`src/rtl/xo256_pkg.sv`:
```
// Package for the xoshiro256** generator: request codes, controller states,
// command/status structs, splitmix64 and jump polynomial constants.
// No dependencies.
package xo256_pkg;

    typedef enum logic [1:0] {
        REQ_NEXT = 2'd0,
        REQ_JUMP = 2'd1,
        REQ_LONG = 2'd2,
        REQ_SEED = 2'd3
    } t_req;

    typedef enum logic [3:0] {
        ST_IDLE,
        ST_NEXT_OUT,
        ST_JUMP,
        ST_JUMP_LOAD,
        ST_MIX_ADD,
        ST_MIX_MUL_A,
        ST_MIX_FOLD,
        ST_MIX_MUL_B,
        ST_MIX_STORE
    } t_state;

    // partial product order of a 64x64 low-half multiply
    localparam logic [1:0] PH_LL = 2'd0;
    localparam logic [1:0] PH_HL = 2'd1;
    localparam logic [1:0] PH_LH = 2'd2;

    localparam logic [63:0] MIX_GAMMA = 64'h9e3779b97f4a7c15;
    localparam logic [63:0] MIX_MUL_A = 64'hbf58476d1ce4e5b9;
    localparam logic [63:0] MIX_MUL_B = 64'h94d049bb133111eb;

    // bit k = word k/64, bit k%64
    localparam logic [255:0] JUMP_POLY_128 = {
        64'h39abdc4529b1661c, 64'ha9582618e03fc9aa,
        64'hd5a61266f0c9392c, 64'h180ec6d33cfd0aba
    };
    localparam logic [255:0] JUMP_POLY_192 = {
        64'h39109bb02acbe635, 64'h77710069854ee241,
        64'hc5004e441c522fb3, 64'h76e15d3efefdcbbf
    };

    typedef struct packed {
        logic       scramble;
        logic       out_load;
        logic       jump_clear;
        logic       jump_step;
        logic       poly_bit;
        logic       jump_load;
        logic       seed_accept;
        logic       mix_add;
        logic       mix_mul;
        logic       mul_sel_b;
        logic [1:0] phase;
        logic       mix_fold;
        logic       mix_store;
        logic [1:0] word;
    } t_cmd;

    typedef struct packed {
        logic out_stall;
    } t_status;

endpackage

```
`src/rtl/xoshiro256ss_generator.sv`:
```
// xoshiro256** generator with splitmix64 seeding; top level.
// Next: scrambled word registered, then output-loaded when not stalled; the
// next request is taken only after that. Jump / long jump: one advance step
// per cycle over 256 poly bits. Seed: four draws on a shared 32x32 multiplier.
// Reset (synchronous, active low) zeroes the state words and splitmix counter.
module xoshiro256ss_generator (
    input  logic        i_clk,
    input  logic        i_rst_n,
    input  logic        i_s_axis_tvalid,
    output logic        o_s_axis_tready,
    input  logic [63:0] i_s_axis_tdata,  // [63:0] seed_value
    input  logic [1:0]  i_s_axis_tuser,  // [1:0] req_type
    output logic        o_m_axis_tvalid,
    input  logic        i_m_axis_tready,
    output logic [63:0] o_m_axis_tdata   // [63:0] random_value
);

    xo256_pkg::t_cmd    cmd;
    xo256_pkg::t_status status;

    xo256_ctrl u_ctrl (
        .i_clk      (i_clk),
        .i_rst_n    (i_rst_n),
        .i_in_valid (i_s_axis_tvalid),
        .i_req_type (i_s_axis_tuser),
        .i_status   (status),
        .o_in_ready (o_s_axis_tready),
        .o_cmd      (cmd)
    );

    xo256_datapath u_datapath (
        .i_clk       (i_clk),
        .i_rst_n     (i_rst_n),
        .i_cmd       (cmd),
        .i_seed      (i_s_axis_tdata),
        .i_out_ready (i_m_axis_tready),
        .o_out_valid (o_m_axis_tvalid),
        .o_out_data  (o_m_axis_tdata),
        .o_status    (status)
    );

endmodule

```
`src/rtl/xo256_ctrl.sv`:
```
// Controller FSM of the xoshiro256** generator: sequences next, jump and
// seed transactions and drives the datapath. Depends on xo256_pkg.
module xo256_ctrl (
    input  logic                i_clk,
    input  logic                i_rst_n,
    input  logic                i_in_valid,
    input  logic [1:0]          i_req_type,
    input  xo256_pkg::t_status  i_status,
    output logic                o_in_ready,
    output xo256_pkg::t_cmd     o_cmd
);

    xo256_pkg::t_state r_state, n_state;
    logic [7:0] r_step, n_step;
    logic       r_long, n_long;
    logic [1:0] r_word, n_word;
    logic [1:0] r_phase, n_phase;

    always_ff @(posedge i_clk) begin
        if (!i_rst_n) begin
            r_state <= xo256_pkg::ST_IDLE;
            r_step  <= '0;
            r_long  <= 1'b0;
            r_word  <= '0;
            r_phase <= xo256_pkg::PH_LL;
        end else begin
            r_state <= n_state;
            r_step  <= n_step;
            r_long  <= n_long;
            r_word  <= n_word;
            r_phase <= n_phase;
        end
    end

    always_comb begin
        n_state    = r_state;
        n_step     = r_step;
        n_long     = r_long;
        n_word     = r_word;
        n_phase    = r_phase;
        o_cmd      = '0;
        o_in_ready = 1'b0;
        unique case (r_state)
            xo256_pkg::ST_IDLE: begin
                o_in_ready = 1'b1;
                if (i_in_valid) begin
                    unique case (xo256_pkg::t_req'(i_req_type))
                        xo256_pkg::REQ_NEXT: begin
                            o_cmd.scramble = 1'b1;
                            n_state        = xo256_pkg::ST_NEXT_OUT;
                        end
                        xo256_pkg::REQ_JUMP: begin
                            o_cmd.jump_clear = 1'b1;
                            n_long           = 1'b0;
                            n_step           = '0;
                            n_state          = xo256_pkg::ST_JUMP;
                        end
                        xo256_pkg::REQ_LONG: begin
                            o_cmd.jump_clear = 1'b1;
                            n_long           = 1'b1;
                            n_step           = '0;
                            n_state          = xo256_pkg::ST_JUMP;
                        end
                        xo256_pkg::REQ_SEED: begin
                            o_cmd.seed_accept = 1'b1;
                            n_word            = '0;
                            n_state           = xo256_pkg::ST_MIX_ADD;
                        end
                        default: n_state = xo256_pkg::ST_IDLE;
                    endcase
                end
            end
            xo256_pkg::ST_NEXT_OUT: begin
                if (!i_status.out_stall) begin
                    o_cmd.out_load = 1'b1;
                    n_state        = xo256_pkg::ST_IDLE;
                end
            end
            xo256_pkg::ST_JUMP: begin
                o_cmd.jump_step = 1'b1;
                o_cmd.poly_bit  = r_long ? xo256_pkg::JUMP_POLY_192[r_step]
                                         : xo256_pkg::JUMP_POLY_128[r_step];
                n_step          = r_step + 8'd1;
                if (r_step == 8'hff) begin
                    n_state = xo256_pkg::ST_JUMP_LOAD;
                end
            end
            xo256_pkg::ST_JUMP_LOAD: begin
                o_cmd.jump_load = 1'b1;
                n_state         = xo256_pkg::ST_IDLE;
            end
            xo256_pkg::ST_MIX_ADD: begin
                o_cmd.mix_add = 1'b1;
                n_phase       = xo256_pkg::PH_LL;
                n_state       = xo256_pkg::ST_MIX_MUL_A;
            end
            xo256_pkg::ST_MIX_MUL_A: begin
                o_cmd.mix_mul = 1'b1;
                o_cmd.phase   = r_phase;
                if (r_phase == xo256_pkg::PH_LH) begin
                    n_state = xo256_pkg::ST_MIX_FOLD;
                end else begin
                    n_phase = r_phase + 2'd1;
                end
            end
            xo256_pkg::ST_MIX_FOLD: begin
                o_cmd.mix_fold = 1'b1;
                n_phase        = xo256_pkg::PH_LL;
                n_state        = xo256_pkg::ST_MIX_MUL_B;
            end
            xo256_pkg::ST_MIX_MUL_B: begin
                o_cmd.mix_mul   = 1'b1;
                o_cmd.mul_sel_b = 1'b1;
                o_cmd.phase     = r_phase;
                if (r_phase == xo256_pkg::PH_LH) begin
                    n_state = xo256_pkg::ST_MIX_STORE;
                end else begin
                    n_phase = r_phase + 2'd1;
                end
            end
            xo256_pkg::ST_MIX_STORE: begin
                o_cmd.mix_store = 1'b1;
                o_cmd.word      = r_word;
                if (r_word == 2'd3) begin
                    n_state = xo256_pkg::ST_IDLE;
                end else begin
                    n_word  = r_word + 2'd1;
                    n_state = xo256_pkg::ST_MIX_ADD;
                end
            end
            default: n_state = xo256_pkg::ST_IDLE;
        endcase
    end

endmodule

```
`src/rtl/xo256_datapath.sv`:
```
// Datapath of the xoshiro256** generator: state words, jump accumulators,
// splitmix64 counter with a shared 32x32 multiplier, output register.
// Depends on xo256_pkg.
module xo256_datapath (
    input  logic                i_clk,
    input  logic                i_rst_n,
    input  xo256_pkg::t_cmd     i_cmd,
    input  logic [63:0]         i_seed,
    input  logic                i_out_ready,
    output logic                o_out_valid,
    output logic [63:0]         o_out_data,
    output xo256_pkg::t_status  o_status
);

    logic [63:0] r_gen [4];
    logic [63:0] n_gen [4];
    logic [63:0] r_jacc [4];
    logic [63:0] r_mix;
    logic [63:0] r_z;
    logic [63:0] r_acc;
    logic [63:0] r_scr;
    logic [63:0] r_out;
    logic        r_out_valid;

    logic [63:0] adv [4];
    logic [63:0] a2, a3, mul5, mix_sum, mul_c, prod, acc_next;
    logic [31:0] mul_a, mul_b;

    // one xoshiro256 step
    always_comb begin
        a2     = r_gen[2] ^ r_gen[0];
        a3     = r_gen[3] ^ r_gen[1];
        adv[1] = r_gen[1] ^ a2;
        adv[0] = r_gen[0] ^ a3;
        adv[2] = a2 ^ {r_gen[1][46:0], 17'd0};
        adv[3] = {a3[18:0], a3[63:19]};
    end

    assign mul5    = r_gen[1] + {r_gen[1][61:0], 2'd0};
    assign mix_sum = r_mix + xo256_pkg::MIX_GAMMA;
    assign mul_c   = i_cmd.mul_sel_b ? xo256_pkg::MIX_MUL_B : xo256_pkg::MIX_MUL_A;

    always_comb begin
        unique case (i_cmd.phase)
            xo256_pkg::PH_HL: begin
                mul_a = r_z[63:32];
                mul_b = mul_c[31:0];
            end
            xo256_pkg::PH_LH: begin
                mul_a = r_z[31:0];
                mul_b = mul_c[63:32];
            end
            default: begin
                mul_a = r_z[31:0];
                mul_b = mul_c[31:0];
            end
        endcase
    end

    assign prod     = mul_a * mul_b;
    assign acc_next = (i_cmd.phase == xo256_pkg::PH_LL) ? prod
                                                        : r_acc + {prod[31:0], 32'd0};

    always_comb begin
        for (int i = 0; i < 4; i++) begin
            n_gen[i] = r_gen[i];
        end
        if (i_cmd.scramble || i_cmd.jump_step) begin
            for (int i = 0; i < 4; i++) begin
                n_gen[i] = adv[i];
            end
        end
        if (i_cmd.jump_load) begin
            for (int i = 0; i < 4; i++) begin
                n_gen[i] = r_jacc[i];
            end
        end
        if (i_cmd.mix_store) begin
            n_gen[i_cmd.word] = r_acc ^ {31'd0, r_acc[63:31]};
        end
    end

    always_ff @(posedge i_clk) begin
        if (!i_rst_n) begin
            for (int i = 0; i < 4; i++) begin
                r_gen[i] <= '0;
            end
            r_mix <= '0;
        end else begin
            for (int i = 0; i < 4; i++) begin
                r_gen[i] <= n_gen[i];
            end
            if (i_cmd.seed_accept && (i_seed != 64'd0)) begin
                r_mix <= i_seed;
            end else if (i_cmd.mix_add) begin
                r_mix <= mix_sum;
            end
        end
    end

    always_ff @(posedge i_clk) begin
        if (i_cmd.jump_clear) begin
            for (int i = 0; i < 4; i++) begin
                r_jacc[i] <= '0;
            end
        end else if (i_cmd.jump_step && i_cmd.poly_bit) begin
            for (int i = 0; i < 4; i++) begin
                r_jacc[i] <= r_jacc[i] ^ r_gen[i];
            end
        end
        if (i_cmd.mix_add) begin
            r_z <= mix_sum ^ {30'd0, mix_sum[63:30]};
        end else if (i_cmd.mix_fold) begin
            r_z <= r_acc ^ {27'd0, r_acc[63:27]};
        end
        if (i_cmd.mix_mul) begin
            r_acc <= acc_next;
        end
        if (i_cmd.scramble) begin
            r_scr <= {mul5[56:0], mul5[63:57]};
        end
        if (i_cmd.out_load) begin
            r_out <= r_scr + {r_scr[60:0], 3'd0};
        end
    end

    always_ff @(posedge i_clk) begin
        if (!i_rst_n) begin
            r_out_valid <= 1'b0;
        end else if (i_cmd.out_load) begin
            r_out_valid <= 1'b1;
        end else if (i_out_ready) begin
            r_out_valid <= 1'b0;
        end
    end

    assign o_out_valid        = r_out_valid;
    assign o_out_data         = r_out;
    assign o_status.out_stall = r_out_valid && !i_out_ready;

endmodule

```
`config.mk`:
```
export PLATFORM = sky130hd
export DESIGN_NAME = xoshiro256ss_generator
export DESIGN_NICKNAME = d
export VERILOG_FILES = /design/src/rtl/xo256_pkg.sv /design/src/rtl/xoshiro256ss_generator.sv /design/src/rtl/xo256_ctrl.sv /design/src/rtl/xo256_datapath.sv
export SDC_FILE = /design/constraint.sdc
export NUM_CORES = 2
export LEC_CHECK = 0
export BUFFER_PORTS_ARGS = -buffer_cell sky130_fd_sc_hd__buf_2
export CORE_ASPECT_RATIO = 0.6
export CORE_MARGIN = 2
export CORE_UTILIZATION = 33
export CTS_BUF_LIST = sky130_fd_sc_hd__clkbuf_2 sky130_fd_sc_hd__clkbuf_4 sky130_fd_sc_hd__clkbuf_8
export DETAILED_ROUTE_END_ITERATION = 12
export MAX_ROUTING_LAYER = met4
export PLACE_DENSITY = 0.56
export SYNTH_ARGS = -nofsm -noshare
export SYNTH_HDL_FRONTEND = slang
export SYNTH_SLANG_ARGS = --single-unit
export TNS_END_PERCENT = 100
```
`constraint.sdc`:
```
create_clock -name i_clk -period 11.1 [get_ports i_clk]
set_clock_uncertainty 0.05 [all_clocks]
set_input_delay 1.665 -clock i_clk [delete_from_list [all_inputs] [get_ports i_clk]]
set_output_delay 1.665 -clock i_clk [all_outputs]
set_load 0.01 [all_outputs]
```
==> flow_metrics.py <==
metrics = {
    "global_routing": {
        "grt_pass1_vias": 62174,
        "antenna_found_initial": 20,
        "grtUsageTotal": 0.246,
        "grt_max_degree": 176,
        "grt_pass1_wl_um": 440000,
        "overflow": 0,
    },
    "synthesis": {
        "ys_seq_area_frac": 0.274,
        "syn-instance-count": 8765,
        "register_bit_total_from_synthesis": 852,
        "synthArstFlopShare": 0,
        "synth.avg_cell_area_um2": 9.23,
        "synth_area_um2": 80900,
        "syn-num-nets": 10171,
        "synth_edf_count": 512,
        "synth-warning-count": 0,
        "ranking_of_synthesized_cells_by_instance_count": "nor2_1 (1361), inv_1 (980), xnor2_1 (832)",
        "synth_ff_type": "edfxtp_1",
        "post_synth_num_cell_types": 85,
        "synth.largest_area_cell": "fa_1",
        "synth_area_leaders": "fa_1 (20%), edfxtp_1 (19%), xnor2_1 (9.0%), dfxtp_1 (8.4%), ha_1 (7.9%)",
        "yosys.cell_count.top_type": "nor2_1",
        "synthDominantCellAreaShare": 0.204,
    },
    "clock_network": {
        "numCtsBuffers": 145,
        "cts_hold_repair.buffers": 0,
        "root_buffer": "clkbuf_8",
        "clk_latency_ps": 860,
        "clock-sinks": 852,
        "worst_setup_hold_path_clk_slew_ps": 70,
        "cts_tree": "done",
        "clock_tree.htree_level_count": 4,
        "cts_buffer_depth": 4,
    },
    "layout": {
        "fin_nets": 10183,
        "multiInputGateArea_um2": 53200,
        "postLayoutCellArea_um2": 89100,
        "drive_gt1_frac": 0.0832,
        "fillers": 24904,
        "area_delta_synth_final_pct": 10.1,
        "register_area_um2": 22200,
    },
    "run": {
        "max_cap_violations": 0,
    },
    "outcome": {
        "status": "completed",
    },
    "route": {
        "routed_wire_length_per_instance_um": 25.0,
        "vias_per_cell": 5.35,
        "detailedRoute.firstIterationViolations": 7467,
        "firstDrtPassIters": 8,
        "remaining_drc_errors": 0,
        "vias": 65013,
        "drt_wl_total_um": 304000,
        "antenna_viol_nets_final": 0,
    },
    "setup_path": {
        "worst-setup-path-type": "flop to flop",
        "worst_ep_arrival_time_ps": 11180,
        "critical-path-top-cell-by-count": "fa_1",
        "slowest_stage": "fa_1",
        "timing.critical_path.fanout_max": 15,
        "critPathLaunchType": "flop",
        "critical_path.endpoint_type": "flop",
        "cp.required_ps": 11600,
        "critPathMaxStageDelay_ps": 800,
    },
    "sta": {
        "drv_slew": 0,
        "fin_worst_hold_slack_ps": 416,
        "tightest_slew_ps": 1340,
        "worst_slew_margin_rel": 0.100,
        "setup_violations": 0,
        "setup_tns_ps": 0,
        "layout_worst_path_cycle_share": 0.963,
        "fmax_achieved_mhz": 93.6,
        "finalWorstSetupSlack_ps": 415,
        "finalHoldViolations": 0,
        "layout_min_cycle_time_ps": 10690,
        "rsz0062_at_grt": "no",
    },
    "floorplan": {
        "start_util": 0.333,
        "chip_height_um": 388,
        "die-width_um": 643,
        "area_of_the_placeable_core_um2": 243000,
        "fp-row-count": 140,
        "design.portCount": 136,
        "design.die.area_um2": 249000,
    },
    "placed_design": {
        "gp_routability_congestion": 1.04,
        "post-dp-hpwl_um": 241000,
        "pre_cts_slack_ps": 274,
        "dpl_cell_area_um2": 86000,
        "port_buffers": 135,
    },
    "min_path": {
        "class_of_the_most_critical_hold_timing_path": "flop to flop",
    },
}
[worst paths after layout]
kind	start	to	slack, ps	cells past startpoint
min	u_ctrl.r_long$_SDFFE_PN0P_	u_ctrl.r_long$_SDFFE_PN0P_	420	2
max reg2reg	u_ctrl.r_state[2]$_SDFFE_PN0P_	u_datapath.r_acc[43]$_DFFE_PN_	410	36
max	u_ctrl.r_state[2]$_SDFFE_PN0P_	u_datapath.r_acc[43]$_DFFE_PN_	410	36
min reg2reg	u_ctrl.r_long$_SDFFE_PN0P_	u_ctrl.r_long$_SDFFE_PN0P_	420	2
[through the flow]
stage,util,cells
floorplan,-,8765
global placement,0.354,11892
detailed placement,0.354,11892
CTS,0.366,12142
global route,0.366,12159
finish,0.366,12162
[worst max-delay path: cells and delay by family (launching register included)]
kind                       cells  cell delay, ps
AOI/OAI and AO/OA              4             880
DFF                            1             330
buffers and inverters         13            2300
and+or+nand+nor                8            1750
adders and majority gates      9            4690
muxes                          1             210
xor gates and xnor gates       1             140
[registers in the layout, summed over array words and instances, names as in the netlist, named ones only]
signal / count
u_datapath.r_acc: 64
u_ctrl.r_long: 1
u_datapath.o_out_valid: 1
u_datapath.r_z: 64
u_datapath.r_scr: 64
u_datapath.r_jacc: 256
u_ctrl.r_state: 4
u_datapath.o_out_data: 64
u_ctrl.r_phase: 2
u_datapath.r_gen: 256
u_ctrl.r_step: 8
u_ctrl.r_word: 2
u_datapath.r_mix: 64
[placed cells by master, fill, tap and decap left out, types with 33 or more instances in the layout]
cell type / n
nor2_1: 1354
inv_1: 976
xnor2_1: 830
fa_1: 825
a21oi_1: 520
edfxtp_1: 512
ha_1: 509
nand2_1: 430
dfxtp_1: 340
a211oi_1: 285
o21ai_0: 263
buf_4: 249
xor2_1: 167
clkbuf_8: 159
and2_1: 148
buf_2: 135
a21o_1: 133
nand2b_1: 83
nor3_1: 72
o211ai_1: 66
nand3_1: 56
clkbuf_4: 51
nand4_1: 42
a31oi_1: 41
o21bai_1: 41
a311oi_1: 38
nor2b_1: 36
and3_1: 33
[repair_timing]
action | CTS | global route
buffers inserted | 0 | 3
gates resized for setup | 0 | 21
endpoints found under the setup margin | 0 | 15
[final cells by class]
class,count,share of cell area
timing repair buffer,404,0.0326
clock buffer,209,0.0288
sequential,852,0.249
clock inverter,41,0.00372
multi-input combinational,6387,0.598
inverter,987,0.0418
tap,3266,0.0459
antenna,16,0.000450
[cell families after synthesis]
group | share of synthesized area
AOI/OAI and AO/OA | 0.129
and+or+nand+nor | 0.128
DFF | 0.274
xor gates and xnor gates | 0.108
buffers and inverters | 0.0710
adders and majority gates | 0.283
muxes | 0.00605
[metal layers]
metal | track usage | wire, um | vias up | share of wire
li1 | - | - | 29021 | -
met1 | 0.380 | 150000 | 32648 | 0.49
met2 | 0.280 | 105000 | 3084 | 0.35
met3 | 0.117 | 44600 | 260 | 0.15
met4 | 0.0349 | 4150 | 0 | 0.014
met5 | - | 0 | - | 0
Power is not shown: default switching activity piles up to over one toggle a cycle in this logic, so the estimate is an artifact.
